<file path="config.mk">
export PLATFORM = sky130hd
export DESIGN_NAME = pou_scale
export DESIGN_NICKNAME = d
export VERILOG_FILES = /design/src/pou_pkg.sv /design/src/pou_scale.sv
export SDC_FILE = /design/constraint.sdc
export NUM_CORES = 2
export LEC_CHECK = 0
export BUFFER_PORTS_ARGS = -buffer_cell sky130_fd_sc_hd__clkbuf_2
export CAP_MARGIN = 10
export CORE_MARGIN = 2
export CORE_UTILIZATION = 35
export CTS_BUF_LIST = sky130_fd_sc_hd__clkbuf_2 sky130_fd_sc_hd__clkbuf_4 sky130_fd_sc_hd__clkbuf_8
export DETAILED_ROUTE_END_ITERATION = 10
export GPL_TIMING_DRIVEN = 0
export SLEW_MARGIN = 20
export SYNTH_ARGS = -nofsm -noshare
export SYNTH_HDL_FRONTEND = slang
export SYNTH_SLANG_ARGS = --single-unit
</file>
<file path="constraint.sdc">
create_clock -name clk -period 8.1 [get_ports clk]
set_input_delay 0.405 -clock clk [delete_from_list [all_inputs] [get_ports clk]]
set_output_delay 0.405 -clock clk [all_outputs]
set_load 0.05 [all_outputs]
</file>
<file path="src/pou_pkg.sv">
`default_nettype none
package pou_pkg;

  localparam int POS_W           = 32;
  localparam int HDG_W           = 16;
  localparam int STEP_W          = 20;
  localparam int GUARD_W         = 10;
  localparam int DP_W            = 32;
  localparam int MID_W           = 17;
  localparam int PROD_W          = 64;
  localparam int GAIN_SHIFT      = 40;
  localparam int DELTA_W         = PROD_W - GAIN_SHIFT;
  localparam int ATAN_DEPTH      = 24;
  localparam int CORDIC_STAGES_DEF = 16;
  localparam int ANGLE_BITS_DEF    = 16;

  localparam logic signed [DP_W-1:0] INV_GAIN_Q30 = 32'sd652032874;

  localparam logic [31:0] ATAN_TURN32 [ATAN_DEPTH] = '{
    32'h20000000, 32'h12E4051E, 32'h09FB385B, 32'h051111D4,
    32'h028B0D43, 32'h0145D7E1, 32'h00A2F61E, 32'h00517C55,
    32'h0028BE53, 32'h00145F2F, 32'h000A2F98, 32'h000517CC,
    32'h00028BE6, 32'h000145F3, 32'h0000A2FA, 32'h0000517D,
    32'h000028BE, 32'h0000145F, 32'h00000A30, 32'h00000518,
    32'h0000028C, 32'h00000146, 32'h000000A3, 32'h00000051
  };

  typedef struct packed {
    logic signed [POS_W-1:0]  pos_x;
    logic signed [POS_W-1:0]  pos_y;
    logic signed [HDG_W-1:0]  heading;
    logic signed [STEP_W-1:0] step_forward;
    logic signed [HDG_W-1:0]  step_turn;
    logic signed [STEP_W-1:0] step_slip;
  } pou_in_t;

  typedef struct packed {
    logic signed [POS_W-1:0] new_x;
    logic signed [POS_W-1:0] new_y;
    logic signed [HDG_W-1:0] new_heading;
    logic                    saturated;
  } pou_out_t;

  typedef struct packed {
    logic signed [POS_W-1:0] pos_x;
    logic signed [POS_W-1:0] pos_y;
    logic signed [HDG_W-1:0] new_heading;
  } pou_side_t;

  // arctangent of 2^-i in turns, rounded half up to abits bits
  function automatic logic [31:0] atan_step(input int idx, input int abits);
    logic [32:0] tmp;
    tmp = {1'b0, ATAN_TURN32[idx]} + (33'd1 << (31 - abits));
    return 32'(tmp >> (32 - abits));
  endfunction

endpackage
`default_nettype wire

</file>
<file path="src/pou_scale.sv">
`default_nettype none
module pou_scale (
  input  wire                            clk,
  input  wire                            rst_n,
  input  wire                            in_valid,
  output logic                           in_stall,
  input  wire signed [pou_pkg::DP_W-1:0] in_x,
  input  wire signed [pou_pkg::DP_W-1:0] in_y,
  input  pou_pkg::pou_side_t             in_side,
  output logic                           out_valid,
  input  wire                            out_stall,
  output pou_pkg::pou_out_t              out_data
);
  import pou_pkg::*;

  localparam logic signed [PROD_W-1:0] RoundHalf = PROD_W'(1) <<< (GAIN_SHIFT - 1);
  localparam logic signed [POS_W-1:0]  PosMax = {1'b0, {(POS_W-1){1'b1}}};
  localparam logic signed [POS_W-1:0]  PosMin = {1'b1, {(POS_W-1){1'b0}}};

  // gain multiply
  logic                     vm_r;
  logic signed [PROD_W-1:0] px_r, py_r;
  pou_side_t                sm_r;
  // rounding
  logic                      vr_r;
  logic signed [DELTA_W-1:0] dx_r, dy_r;
  pou_side_t                 sr_r;
  logic signed [PROD_W-1:0]  rx, ry;
  // add and clamp
  logic                      vo_r;
  pou_out_t                  out_r;
  logic signed [POS_W:0]     sx, sy;
  logic                      ovx, ovy;
  pou_out_t                  out_nxt;
  logic                      st_m, st_r, st_o;

  assign st_o     = vo_r && out_stall;
  assign st_r     = vr_r && st_o;
  assign st_m     = vm_r && st_r;
  assign in_stall = st_m;

  assign rx = px_r + RoundHalf;
  assign ry = py_r + RoundHalf;

  assign sx  = {sr_r.pos_x[POS_W-1], sr_r.pos_x} +
               {{(POS_W+1-DELTA_W){dx_r[DELTA_W-1]}}, dx_r};
  assign sy  = {sr_r.pos_y[POS_W-1], sr_r.pos_y} +
               {{(POS_W+1-DELTA_W){dy_r[DELTA_W-1]}}, dy_r};
  assign ovx = sx[POS_W] ^ sx[POS_W-1];
  assign ovy = sy[POS_W] ^ sy[POS_W-1];

  always_comb begin
    out_nxt.new_x       = ovx ? (sx[POS_W] ? PosMin : PosMax) : sx[POS_W-1:0];
    out_nxt.new_y       = ovy ? (sy[POS_W] ? PosMin : PosMax) : sy[POS_W-1:0];
    out_nxt.new_heading = sr_r.new_heading;
    out_nxt.saturated   = ovx || ovy;
  end

  always_ff @(posedge clk) begin
    if (!rst_n) begin
      vm_r <= 1'b0;
      vr_r <= 1'b0;
      vo_r <= 1'b0;
    end else begin
      if (!st_m) begin
        vm_r <= in_valid;
      end
      if (!st_r) begin
        vr_r <= vm_r;
      end
      if (!st_o) begin
        vo_r <= vr_r;
      end
    end
  end

  always_ff @(posedge clk) begin
    if (!st_m) begin
      px_r <= in_x * INV_GAIN_Q30;
      py_r <= in_y * INV_GAIN_Q30;
      sm_r <= in_side;
    end
    if (!st_r) begin
      dx_r <= rx[PROD_W-1:GAIN_SHIFT];
      dy_r <= ry[PROD_W-1:GAIN_SHIFT];
      sr_r <= sm_r;
    end
    if (!st_o) begin
      out_r <= out_nxt;
    end
  end

  assign out_valid = vo_r;
  assign out_data  = out_r;

endmodule
`default_nettype wire

</file>
==> summary.md <==
| Metric | Value |
|---|---|
| Yosys warning count | `0` |
| CTS Buffer Depth | `3` |
| # fillers | `14300` |
| Initial Utilization | `0.354` |
| Slew margin rel. | `0.451` |
| Root Driver | `clkbuf_8` |
| Worst Tran Pin Value | `0.823 ns` |
| Flops & latches, synth | `340` |
| Sink Count | `between 300 and 400` |
| Reg2Reg Depth | `14` |
| Synth area leaders | `fa_1 33%, edfxtp_1 20%, ha_1 19%, inv_1 9.6%, xor2_1 3.3%` |
| Period utilisation layout | `0.972` |
| Core area | `146000 um2` |
| Clock transition at path regs | `0.06 ns` |
| Total number of vias | `33700` |
| Launch point of the worst path | `in_x[17]` |
| Post-Syn Area per Cell | `10.8 um2` |
| RR Startpoint | `dy_r[0]` |
| Maximum clock frequency | `127 MHz` |
| Initial antenna violation count | `7` |
| Final setup fails | `0` |
| Commonest non-fill, non-tap cells in the layout | `1315 x inv_1, 840 x fa_1, 796 x ha_1, 337 x edfxtp_1, 239 x a21oi_1` |
| Synthesized area | `51600 um2` |
| Critical Path RT | `roughly 8.4 ns` |
| Top_reg_cell synth | `edfxtp_1` |
| PortBufs | `230` |
| CTS tree | `yes` |
| Clk_skew | `0.0291 ns` |
| Post-synth top area share | `0.326` |
| Row cnt | `140` |
| Placed cells | `about 6900` |
| Post-route worst setup slack | `approximately 0.22 ns` |
| Global-route congestion overflow total | `0` |
| Shortest period the worst path allows | `roughly 8 ns` |
| Commonest non-fill, non-tap cell in the layout | `inv_1` |
| CTS H-tree lvls | `2` |
| Post-DP HPWL | `between 100000 and 150000 um` |
| Total track usage | `0.184` |
| Syn_nets | `between 6000 and 7000` |
| WL final | `137000 um` |
| Largest net degree at the start of global routing | `78` |
| RSZ-0062 raised after global routing | `false` |
| Critical path endpoint category | `register` |
| Worst Setup Start Kind | `input pin` |
| Final nets | `6928` |
| Clk Latency, worst-skew pair | `0.61 ns` |
| Share of layout cells above drive strength 1 | `0.0717` |
| Post-synthesis sequential area ratio | `0.197` |
| Cell taking the most area after synthesis | `fa_1` |
| Vias per cell | `around 4.8` |
| Detailed Route Iter0 Violations | `1704` |
| RePlAce Congestion | `around 0.96` |
| FFs w/ async S/R, synth | `0` |
| Die area | `between 150000 and 200000 um2` |
| R2R Path End | `out_data[32]` |
| Status | `finished, final reports clean` |
| Post-DRT Antenna Nets | `0` |
| TritonRoute pass-1 iters | `5` |
| DRC | `0` |
| Routed WL per cell | `19.3 um` |
| Die Ht | `388 um` |
| Inserted Clock Buffers | `51` |
| First-pass GRT wire length | `about 210000 um` |
| I/O pin total | `about 230` |
| Max-slew violations | `0` |
| EDFF count, synth | `337` |
| Place WS | `-1.31 ns` |
| Finished Layout Cells | `7097` |
| Final core occ | `0.392` |
| CP Class | `in2reg` |
| CP Max Fanout | `8` |
| CP endpoint | `px_r[59]` |
| Area Overhead vs Synth | `10.8%` |
| Netlist cell types | `72` |
| Cells after synthesis | `approximately 4800` |
| Vias in the first global route | `about 36000` |
| Hold Fails Final Rpt | `0` |
| Crit path arrival time | `8.20 ns` |
| Chip Width | `388 um` |
| Hold Crit Class | `in2reg` |
| Max_cap viols | `0` |
| Reg-to-reg slack, setup | `3.97 ns` |
==> critical path: stages <==
cell and delay, ns:
clkbuf_2 0.26, ha_1 0.40, clkbuf_1 0.36, xor2_1 0.24, ha_1 0.25, a21oi_1 0.25
inv_1 0.08, ha_1 0.28, inv_1 0.05, fa_1 0.56, inv_1 0.08, fa_1 0.49
fa_1 0.50, fa_1 0.49, inv_1 0.05, fa_1 0.67, inv_1 0.09, ha_1 0.32
nand2_1 0.13, o21ai_0 0.10, a22oi_1 0.15, o211ai_1 0.14, o21bai_1 0.34, a2111o_1 0.49
nand2_1 0.18, o21ai_2 0.15, or3b_2 0.49, and3_1 0.20
==> registers in the layout (all words and copies together), names as in the netlist, 16 cells and up <==
signal    count
px_r         24
out_nxt      16
dy_r         24
dx_r         24
sr_r         64
sm_r         80
out_data     81
py_r         24
==> repair_timing <==
| item | 4_1_cts | 5_1_grt |
|---|---|---|
| setup endpoints to repair | 10 | 14 |
| buffers inserted | 1 | 1 |
| resized for setup | 5 | 24 |
| gates cloned | 0 | 0 |
| hold buffers | 70 | 0 |
| pin swaps | 1 | 2 |
| endpoints found under the hold margin | 70 | 0 |
==> how the worst min path moves through the flow <==
stage                     start            to  slack, ns  cells past startpoint
finish              in_side[49]      sm_r[49]       0.05                      1
global placement     out_nxt[8]   out_data[8]       0.40                      0
detailed placement  out_nxt[15]  out_data[15]       0.40                      0
global route        in_side[65]      sm_r[65]      0.009                      1
CTS                 in_side[65]      sm_r[65]      0.008                      1
floorplan           out_nxt[10]  out_data[10]       0.40                      0
==> cell type report <==
class	count	area, um2	share of cell area
Buffer	32	143	0.00250
Timing Repair Buffer	307	2000	0.0350
Clock inverter	30	304	0.00532
Tap cell	1917	2400	0.0420
Multi-Input combinational cell	3087	36400	0.636
Sequential cell	340	10200	0.178
Clock buffer	62	810	0.0142
Inverter	1318	4960	0.0867
Antenna cell	4	10.0	0.000175
==> through the flow <==
| stage | hold WS, ns | TNS (ns) | instance area, um2 |
|---|---|---|---|
| 6_report | 0.0455 | 0 | 57200 |
| 5_1_grt | 0.00930 | 0 | 57200 |
| 4_1_cts | 0.00827 | 0 | 57100 |
| 3_5_place_dp | 0.405 | -16.54 | 55300 |
| 3_3_place_gp | 0.401 | -28.22 | 55100 |
| 2_1_floorplan | 0.400 | 0 | 51600 |
==> layer usage <==
metal	vias to the layer above	track usage	wire, um
li1	16000	-	-
met1	16700	0.259	64200
met2	861	0.297	62000
met3	143	0.0315	7980
met4	10	0.0378	2760
met5	-	0	59
==> logic make-up (layout without fill, tap and decap cells) <==
family,count (synthesis),after routing,share of synthesized area
buffers and inverters,1364,1749,0.0996
other,0,4,0
adder cells (fa/ha/maj),1648,1648,0.522
XOR/XNOR,345,345,0.0587
AO/OA/AOI/OAI,659,659,0.0796
flip-flops,340,340,0.197
multiplexers,6,6,0.00119
AND/OR/NAND/NOR,429,429,0.0417
==> Yosys cell counts, types with 4 or more instances <==
master / n
and4_1: 10
nand3_1: 45
o21bai_1: 18
mux2i_1: 5
and3_1: 23
ha_1: 803
a31oi_1: 12
nor4_1: 5
nor3_1: 18
nor2_1: 82
a211oi_1: 5
a21boi_0: 4
o21a_1: 21
and2_1: 11
nand2b_1: 20
edfxtp_1: 337
o21ai_1: 25
nor2b_1: 34
a221oi_1: 5
or2_2: 6
nand4_1: 38
xnor2_1: 152
o21ai_0: 114
inv_1: 1316
or3_1: 4
o31ai_1: 6
a22o_1: 11
a211o_1: 4
fa_1: 840
nand2_1: 121
clkbuf_1: 41
a21o_1: 125
o211ai_1: 13
a21oi_1: 241
a2111oi_0: 8
xor2_1: 192
a22oi_1: 8
o2111ai_1: 9
Power is not shown: default switching activity piles up to over one toggle a cycle in this logic, so the estimate is an artifact.
