## src/pou_pkg.sv

```systemverilog
`default_nettype none
package pou_pkg;

  localparam int POS_W           = 32;
  localparam int HDG_W           = 16;
  localparam int STEP_W          = 20;
  localparam int GUARD_W         = 10;
  localparam int DP_W            = 32;
  localparam int MID_W           = 17;
  localparam int PROD_W          = 64;
  localparam int GAIN_SHIFT      = 40;
  localparam int DELTA_W         = PROD_W - GAIN_SHIFT;
  localparam int ATAN_DEPTH      = 24;
  localparam int CORDIC_STAGES_DEF = 16;
  localparam int ANGLE_BITS_DEF    = 16;

  localparam logic signed [DP_W-1:0] INV_GAIN_Q30 = 32'sd652032874;

  localparam logic [31:0] ATAN_TURN32 [ATAN_DEPTH] = '{
    32'h20000000, 32'h12E4051E, 32'h09FB385B, 32'h051111D4,
    32'h028B0D43, 32'h0145D7E1, 32'h00A2F61E, 32'h00517C55,
    32'h0028BE53, 32'h00145F2F, 32'h000A2F98, 32'h000517CC,
    32'h00028BE6, 32'h000145F3, 32'h0000A2FA, 32'h0000517D,
    32'h000028BE, 32'h0000145F, 32'h00000A30, 32'h00000518,
    32'h0000028C, 32'h00000146, 32'h000000A3, 32'h00000051
  };

  typedef struct packed {
    logic signed [POS_W-1:0]  pos_x;
    logic signed [POS_W-1:0]  pos_y;
    logic signed [HDG_W-1:0]  heading;
    logic signed [STEP_W-1:0] step_forward;
    logic signed [HDG_W-1:0]  step_turn;
    logic signed [STEP_W-1:0] step_slip;
  } pou_in_t;

  typedef struct packed {
    logic signed [POS_W-1:0] new_x;
    logic signed [POS_W-1:0] new_y;
    logic signed [HDG_W-1:0] new_heading;
    logic                    saturated;
  } pou_out_t;

  typedef struct packed {
    logic signed [POS_W-1:0] pos_x;
    logic signed [POS_W-1:0] pos_y;
    logic signed [HDG_W-1:0] new_heading;
  } pou_side_t;

  // arctangent of 2^-i in turns, rounded half up to abits bits
  function automatic logic [31:0] atan_step(input int idx, input int abits);
    logic [32:0] tmp;
    tmp = {1'b0, ATAN_TURN32[idx]} + (33'd1 << (31 - abits));
    return 32'(tmp >> (32 - abits));
  endfunction

endpackage
`default_nettype wire

```

## src/pou_prep.sv

```systemverilog
`default_nettype none
module pou_prep #(
  parameter int ANGLE_BITS = pou_pkg::ANGLE_BITS_DEF
) (
  input  wire                           clk,
  input  wire                           rst_n,
  input  wire                           in_valid,
  output logic                          in_stall,
  input  pou_pkg::pou_in_t              in_data,
  output logic                          out_valid,
  input  wire                           out_stall,
  output logic signed [pou_pkg::DP_W-1:0] out_x,
  output logic signed [pou_pkg::DP_W-1:0] out_y,
  output logic signed [ANGLE_BITS:0]    out_a,
  output pou_pkg::pou_side_t            out_side
);
  import pou_pkg::*;

  localparam logic signed [ANGLE_BITS:0] Quarter = (ANGLE_BITS+1)'(1) <<< (ANGLE_BITS - 2);
  localparam logic signed [ANGLE_BITS:0] Half    = (ANGLE_BITS+1)'(1) <<< (ANGLE_BITS - 1);

  logic [MID_W-1:0]              mid;
  logic signed [ANGLE_BITS-1:0]  ang;
  logic signed [ANGLE_BITS:0]    ang_ext;
  logic signed [ANGLE_BITS:0]    a_nxt;
  logic signed [DP_W-1:0]        x0, y0, x_nxt, y_nxt;
  pou_side_t                     side_nxt;
  logic                          valid_r;
  logic signed [DP_W-1:0]        x_r, y_r;
  logic signed [ANGLE_BITS:0]    a_r;
  pou_side_t                     side_r;

  assign mid = {in_data.heading, 1'b0} + {in_data.step_turn[HDG_W-1], in_data.step_turn};

  generate
    if (ANGLE_BITS >= MID_W) begin : g_up
      logic [MID_W+ATAN_DEPTH-1:0] wide;
      assign wide = {mid, {ATAN_DEPTH{1'b0}}};
      assign ang  = wide[MID_W+ATAN_DEPTH-1 -: ANGLE_BITS];
    end else begin : g_dn
      logic [MID_W-1:0] rnd;
      assign rnd = mid + (MID_W'(1) << (MID_W - 1 - ANGLE_BITS));
      assign ang = rnd[MID_W-1 -: ANGLE_BITS];
    end
  endgenerate

  assign ang_ext = {ang[ANGLE_BITS-1], ang};
  assign x0 = {{(DP_W-STEP_W-GUARD_W){in_data.step_forward[STEP_W-1]}},
               in_data.step_forward, {GUARD_W{1'b0}}};
  assign y0 = {{(DP_W-STEP_W-GUARD_W){in_data.step_slip[STEP_W-1]}},
               in_data.step_slip, {GUARD_W{1'b0}}};

  // fold into the right half plane
  always_comb begin
    x_nxt = x0;
    y_nxt = y0;
    a_nxt = ang_ext;
    priority if (ang_ext > Quarter) begin
      x_nxt = -x0;
      y_nxt = -y0;
      a_nxt = ang_ext - Half;
    end else if (ang_ext < -Quarter) begin
      x_nxt = -x0;
      y_nxt = -y0;
      a_nxt = ang_ext + Half;
    end
  end

  assign side_nxt.pos_x       = in_data.pos_x;
  assign side_nxt.pos_y       = in_data.pos_y;
  assign side_nxt.new_heading = in_data.heading + in_data.step_turn;

  assign in_stall = valid_r && out_stall;

  always_ff @(posedge clk) begin
    if (!rst_n) begin
      valid_r <= 1'b0;
    end else if (!in_stall) begin
      valid_r <= in_valid;
    end
  end

  always_ff @(posedge clk) begin
    if (!in_stall) begin
      x_r    <= x_nxt;
      y_r    <= y_nxt;
      a_r    <= a_nxt;
      side_r <= side_nxt;
    end
  end

  assign out_valid = valid_r;
  assign out_x     = x_r;
  assign out_y     = y_r;
  assign out_a     = a_r;
  assign out_side  = side_r;

endmodule
`default_nettype wire

```

## config.mk

```make
export PLATFORM = sky130hd
export DESIGN_NAME = pou_prep
export DESIGN_NICKNAME = d
export VERILOG_FILES = /design/src/pou_pkg.sv /design/src/pou_prep.sv
export SDC_FILE = /design/constraint.sdc
export NUM_CORES = 1
export LEC_CHECK = 0
export ABC_AREA = 0
export BUFFER_PORTS_ARGS = -buffer_cell sky130_fd_sc_hd__buf_2
export CORE_MARGIN = 2
export CORE_UTILIZATION = 51
export DETAILED_ROUTE_END_ITERATION = 10
export PLACE_DENSITY_LB_ADDON = 0.05
export SYNTH_ARGS = -nofsm -noshare
export SYNTH_HDL_FRONTEND = slang
export SYNTH_SLANG_ARGS = --single-unit
export TNS_END_PERCENT = 10
```

## constraint.sdc

```tcl
create_clock -name clk -period 5.05 [get_ports clk]
set_clock_uncertainty 0.15 [all_clocks]
set_input_delay 0.505 -clock clk [delete_from_list [all_inputs] [get_ports clk]]
set_output_delay 0.505 -clock clk [all_outputs]
set_load 0.02 [all_outputs]
```

==> metrics.cfg, run 1 <==
[status]
status = complete, no violations

[synthesis]
synth_top_family_by_area = simple AND/OR/NAND/NOR gates
synthAdderAreaFrac = 0.05276
synthSimpleGateAreaFrac = 0.2172
yosys-mux-area-fraction = 0.006295
synth_async_sr_flop_share = 0
ys_seq_area_frac = 0.5096
postSynthCellCount = 784
avgSynthCellArea_sq_um = 10.65
synth-compound-area-share = 0.1290
synth_edf_count = 141
ys_ff_latch = 142
dominantRegCellSynth = edfxtp_1
synth_cell_types = 60
synth-xor-area-share = 0.02518
yosys_warnings = 0
syn_area_sq_um = 8348

[sta]
fmax_mhz = 260.2
grt_setup_unrepaired = false
period_share = 0.7610
finalMaxSlewViolations = 0
fin_crit_ns = 3.843
setup_viol_count_final = 0
hold_violations = 0
fin_tns_setup_ns = 0
tightestPinTransition_ns = 0.8834
relSlewSlack = 0.4111

[worst_setup_path]
cp_data_arrival_time_ns = 3.87
endpoint_kind = flop
worstPathMaxFanout = 20
critPathRequiredTime_ns = 5.07
critical_path_class = in2reg
startpoint_type = input pin

[grt]
grt.met2_usage = 0.4103
use_met1 = 0.3321
grt_usage = 0.2502
grt_first_pass_wirelength_mm = 34.58
busiest_layer = met2
grt_use_met3 = 0.06613
grt_max_degree = 98
antenna_found_initial = 2
grt_pass1_vias = 6514
grt_overflow_total = 0

[floorplan]
die_w_um = 131.9
die_area_sq_um = 17410
io_pins = 303
coreArea_sq_um = 15940
die_y_um = 131.9
floorplan.initialDensity = 0.5236
rows = 46

[clocking]
cts_resized = 0
root_buffer = clkbuf_16
hold_buffers = 0
worstSkewPairLatency_ns = 0.43
htreeDepth = 4
clkTransAtPathRegs_ns = 0.07
cts.path.max_buffers = 2
postCtsSetupBuffers = 0
cts_tree = built
cts_buffers = 17
clock_sinks = 142

[routing]
antenna_left = 0
wl_per_cell_um = 17.49
drc = 0
drt_wl_total_mm = 22.25
via_per_inst = 5.723
drtIter0Drc = 602
drtPass1Iterations = 5
vias = 7280

[power_and_ir_drop]
p_leak_uw = 0.004370
power_frac_comb = 0.305
clkPwrFrac = 0.307
vdd_drop_max_v = 0.0002718
p_per_area_nw_per_um2 = 392.9
seq_power_share = 0.388
p_sw_frac = 0.3454
switchingPower_uw = 1422
internal_power_uw = 2694

[finish]
seq_area_sq_um = 4254
multi_input_area_sq_um = 3704
layout_common_cells = 282 x buf_2, 141 x edfxtp_1, 86 x nor3_1
finalNonFillerCells = 1272
syn_to_final_growth_pct = 25.46
n_fill_cell = 1368
layout_commonest_cell = buf_2
layout.nets = 1216
drive_gt1_frac = 0.3232

[place]
dpl.hpwl_mm = 15.90
gp_congestion = 0.8302
dp.cells = 1239
io_buffers = 282

[job]
maxCapViolations = 0

[hold_path]
hold_path.class = in2reg

## critical path, cell delays in order
cell and delay (ns):
buf_2 0.12, inv_1 0.06, fa_1 0.49, nor2b_4 0.16, o2111ai_2 0.14, a311oi_1 0.42, or3_1 0.20, xor2_1 0.09
nor4b_2 0.33, or4b_1 0.88, o311a_1 0.46
## routing by layer
layer / vias to the layer above / share of wire / wire, um
met5: - / 0.00049 / 11
met4: 2 / 0.010 / 233
met3: 17 / 0.079 / 1750
met2: 297 / 0.49 / 10810
met1: 3415 / 0.42 / 9445
li1: 3549 / - / -
## logic make-up (layout without fill, tap and decap cells)
group	count (synthesis)	count (layout)
AND/OR/NAND/NOR	335	335
flip-flops	142	142
multiplexers	5	5
AO/OA/AOI/OAI	144	144
XOR/XNOR	24	24
adder cells (fa/ha/maj)	34	34
buffers and inverters	99	351
other	1	21
## flip-flops by register name (all words and copies together), names as in the netlist
signal,cells
out_y,22
out_x,22
out_valid,1
out_side,80
out_a,17
## synthesized netlist by cell type (3+ instances only)
library cell	instances	area share
o31ai_1	16	0.014
or4_1	32	0.029
inv_1	28	0.013
xor2_1	5	0.0052
ha_1	32	0.048
clkbuf_1	31	0.014
nand4_1	3	0.0022
a211oi_2	6	0.0090
o211ai_1	4	0.0036
mux2i_1	3	0.0036
buf_2	13	0.0078
and4bb_1	4	0.0060
o21ai_0	20	0.012
a2111o_1	6	0.0081
a21o_1	5	0.0045
a21oi_1	24	0.014
o21ai_1	5	0.0030
o311a_1	18	0.022
nor4_1	42	0.031
or3_1	14	0.010
nor2_1	59	0.027
nor2b_1	5	0.0037
edfxtp_1	141	0.51
buf_4	22	0.020
o31a_1	3	0.0031
o311ai_0	3	0.0031
and3_1	5	0.0037
nor4b_2	3	0.0054
a31oi_1	5	0.0037
xnor2_1	19	0.020
o21bai_1	4	0.0036
nor3_1	86	0.052
o21a_1	10	0.0090
nand3_1	18	0.011
nand2_1	53	0.024
a311oi_1	5	0.0052
nand2b_1	3	0.0022
## worst paths after layout
check                                       startpoint                endpoint  slack, ns  cells after the start
worst min register to register  out_valid$_SDFFE_PN0N_  out_side[40]$_DFFE_PN_       1.06                      1
worst min-delay path                       in_data[96]  out_side[40]$_DFFE_PN_       0.09                      1
worst max register to register  out_valid$_SDFFE_PN0N_     out_y[25]$_DFFE_PN_       3.06                      2
worst max-delay path                       in_data[20]     out_y[28]$_DFFE_PN_       1.21                     11
## metrics by stage
| stage | cell area (sq um) | worst slack, ns | utilization | hold WS (ns) | power, uW |
|---|---|---|---|---|---|
| 6_report | 10470 | 1.207 | 0.6570 | 0.09403 | 4115 |
| 3_5_place_dp | 9883 | 0.7549 | 0.6199 | 0.5335 | 2869 |
| 2_1_floorplan | 8419 | 0.1535 | - | 0.4539 | 2470 |
| 5_1_grt | 10470 | 1.034 | 0.6570 | 0.07986 | 4301 |
| 3_3_place_gp | 9883 | 0.8372 | 0.6199 | 0.5317 | 2856 |
| 4_1_cts | 10470 | 1.191 | 0.6568 | 0.08342 | 4136 |
## cell type report
cell class,instances,area share
timing repair buffer,290,0.1477
multi-input combinational,562,0.3536
antenna,1,0.0002389
inverter,29,0.01039
tap,216,0.02580
sequential,142,0.4062
clock buffer,17,0.04062
clock inverter,15,0.01553
## power groups by stage
stage / clock network [uW] / registers (uW) / logic [uW]
after CTS: 1280 / 1600 / 1250
after detailed placement: 0 / 1620 / 1250
final: 1270 / 1600 / 1250
after floorplan: 0 / 1880 / 593
after global placement: 0 / 1620 / 1240
after global routing: 1330 / 1610 / 1360
Power figures use the tool's default switching activity.
==> run 2, diff against run 1 <==
--- a/config.mk
+++ b/config.mk
@@ -5,10 +5,10 @@
 export SDC_FILE = /design/constraint.sdc
 export NUM_CORES = 1
 export LEC_CHECK = 0
-export ABC_AREA = 0
+export ABC_AREA = 1
 export BUFFER_PORTS_ARGS = -buffer_cell sky130_fd_sc_hd__buf_2
 export CORE_MARGIN = 2
-export CORE_UTILIZATION = 51
+export CORE_UTILIZATION = 46
 export DETAILED_ROUTE_END_ITERATION = 10
 export PLACE_DENSITY_LB_ADDON = 0.05
 export SYNTH_ARGS = -nofsm -noshare
==> constraint.sdc (replaced) <==
create_clock -name clk -period 3.5 [get_ports clk]
set_clock_uncertainty 0.15 [all_clocks]
set_input_delay 0.35 -clock clk [delete_from_list [all_inputs] [get_ports clk]]
set_output_delay 0.35 -clock clk [all_outputs]
set_load 0.02 [all_outputs]
==> metrics.cfg, run 2 <==
[clocking]
htreeDepth = 4
cts_buffers = 17
cts.path.max_buffers = 2
root_buffer = clkbuf_16
clkTransAtPathRegs_ns = 0.07
worstSkewPairLatency_ns = 0.41
postCtsSetupBuffers = 0
cts_tree = built
clock_sinks = 142

[grt]
antenna_found_initial = 1
grt_first_pass_wirelength_mm = 36.19
grt_pass1_vias = 7037
grt_usage = 0.2347
grt_max_degree = 93
grt_overflow_total = 0

[synthesis]
yosys-mux-area-fraction = 0
synth_commonest_cells = 314 x nand2_1, 141 x edfxtp_1, 133 x nand3_1
synth-xor-area-share = 0.05176
ys_ff_latch = 142
avgSynthCellArea_sq_um = 8.774
synth-compound-area-share = 0.02641
synthTopCellsByArea = edfxtp_1 51%, nand2_1 14%, nand3_1 8.0%
synthAdderAreaFrac = 0.05312
dominantRegCellSynth = edfxtp_1
synth_most_common_cell = nand2_1
synth_cell_types = 34
ys_seq_area_frac = 0.5131
synth_top_family_by_area = simple AND/OR/NAND/NOR gates
synth_async_sr_flop_share = 0
synth_edf_count = 141
syn_area_sq_um = 8292
yosys_warnings = 0
synth_top_area_share = 0.5106
synthSimpleGateAreaFrac = 0.2760
yosysTopAreaCell = edfxtp_1
postSynthCellCount = 945

[finish]
syn_to_final_growth_pct = 34.42
n_fill_cell = 1565
drive_gt1_frac = 0.2612
fin_util = 0.6247
layout_common_cells = 313 x nand2_1, 282 x buf_2, 141 x edfxtp_1
diodes = 0
largest_register_ffs = 80
layout_commonest_cell = nand2_1
layout.nets = 1474

[sta]
tightestPinTransition_ns = 0.6955
fmax_mhz = 374.6
relSlewSlack = 0.5351
finalMaxSlewViolations = 0
fin_tns_setup_ns = 0
finalWorstSetupSlack_ns = 0.8303
grt_setup_unrepaired = false
period_share = 0.7628
hold_violations = 0
timing.hold.ws_ns = 0.1023
fin_crit_ns = 2.670
setup_viol_count_final = 0

[power_and_ir_drop]
p_per_area_nw_per_um2 = 501.9
design_power_total_uw = 5594
p_leak_uw = 0.005591
vdd_drop_max_v = 0.0004037

[worst_setup_path]
endpoint_kind = flop
r2r_start = out_valid$_SDFFE_PN0N_
worst_path_max_delay_cell = fa_1
worstPathMaxFanout = 20
cp_data_arrival_time_ns = 2.68
crit_chain = buf_2, inv_1, fa_1, inv_1, nand3_1, nand2_1, nand2_1, nand2_1, nand3_1, nand2_1, nand2_1, nand2_2, nand2_2, buf_4, nand2_1, nand2_1, nand2_1, nand2_1
cp_slowest_stage_delay_ns = 0.46
r2r_cells = 2
critical_path_class = in2reg
timing.reg2reg.setup_slack_ns = 1.73
critPathRequiredTime_ns = 3.51
cpMostUsedCell = nand2_1
startpoint_type = input pin
reg2reg_to = out_y[22]$_DFFE_PN_

[floorplan]
coreArea_sq_um = 17840
io_pins = 303
rows = 49
die_w_um = 138.3
die_y_um = 138.3
die_area_sq_um = 19120
floorplan.initialDensity = 0.4648

[routing]
drc = 0
antenna_left = 0
vias = 7510
wl_per_cell_um = 14.88
via_per_inst = 4.870
drt_wl_total_mm = 22.94
drtPass1Iterations = 6
drtIter0Drc = 608

[hold_path]
min_to = out_side[0]$_DFFE_PN_
worst_hold_path.num_cells = 2
hold_path.class = in2reg
hp-start = in_data[56]

[place]
gp_congestion = 0.8578
io_buffers = 282
place_worst_setup_slack_ns = 0.4470
dpl.hpwl_mm = 16.69

[status]
status = complete, no violations

[job]
maxCapViolations = 0

[run 2: cell types whose count changed after synthesis, sizes merged, moves of 33 or more]
cell / delta
xor2: +33
nor4: -40
nand2: +266
nor3: -80
inv: +66
nand3: +116
[run 2: critical path, delay by kind of cell]
family,cells,cell delay (ns)
simple gates,13,1.27
fa+ha+maj,1,0.46
buf+inv,4,0.60
[run 2: worst max-delay path by stage]
stage | start | endpoint | slack (ns) | cells after the start
final | in_data[20] | out_y[21]$_DFFE_PN_ | 0.83 | 18
after global routing | in_data[20] | out_y[21]$_DFFE_PN_ | 0.57 | 18
after CTS | in_data[20] | out_y[21]$_DFFE_PN_ | 0.86 | 18
after detailed placement | in_data[20] | out_y[26]$_DFFE_PN_ | 0.45 | 18
after global placement | in_data[20] | out_y[28]$_DFFE_PN_ | 0.54 | 18
after floorplan | out_valid$_SDFFE_PN0N_ | out_valid$_SDFFE_PN0N_ | 0.34 | 3
[run 2: cell families after synthesis]
logic type / after synthesis
flip-flops: 142
AO/OA/AOI/OAI: 39
buffers and inverters: 140
XOR/XNOR: 49
AND/OR/NAND/NOR: 540
other: 1
adder cells (fa/ha/maj): 34
[run 2: what timing repair did]
item	in CTS	in global routing
resized for setup	0	0
endpoints found under the hold margin	67	1
hold buffers	67	1
[run 2: cell type report]
type | instances | area (sq um) | share of cell area
multi-input cells | 682 | 3468 | 0.3112
flip-flops and latches | 142 | 4254 | 0.3817
clock buffers | 17 | 425.4 | 0.03817
repair buffers | 362 | 2207 | 0.1980
inverters | 95 | 356.6 | 0.03199
clock inverters | 15 | 147.6 | 0.01325
well taps | 229 | 286.5 | 0.02571
[run 2: per-layer routing]
metal	GRT usage	wire length, um
met4	0.1031	791
met1	0.3074	10030
met5	0	11
met3	0.04295	1245
met2	0.3838	10870
[run 2: report_power, final]
group          switching (uW)  total, uW  internal [uW]
sequential               74.8       2260           2190
combinational            1050       1580            535
clock                     805       1750            946
total                    1930       5590           3670
[run 2: through the flow]
stage,std cells,area [sq um]
floorplan,964,8366
global route,1542,11150
detailed placement,1442,9892
finish,1542,11150
global placement,1442,9892
CTS,1541,11140
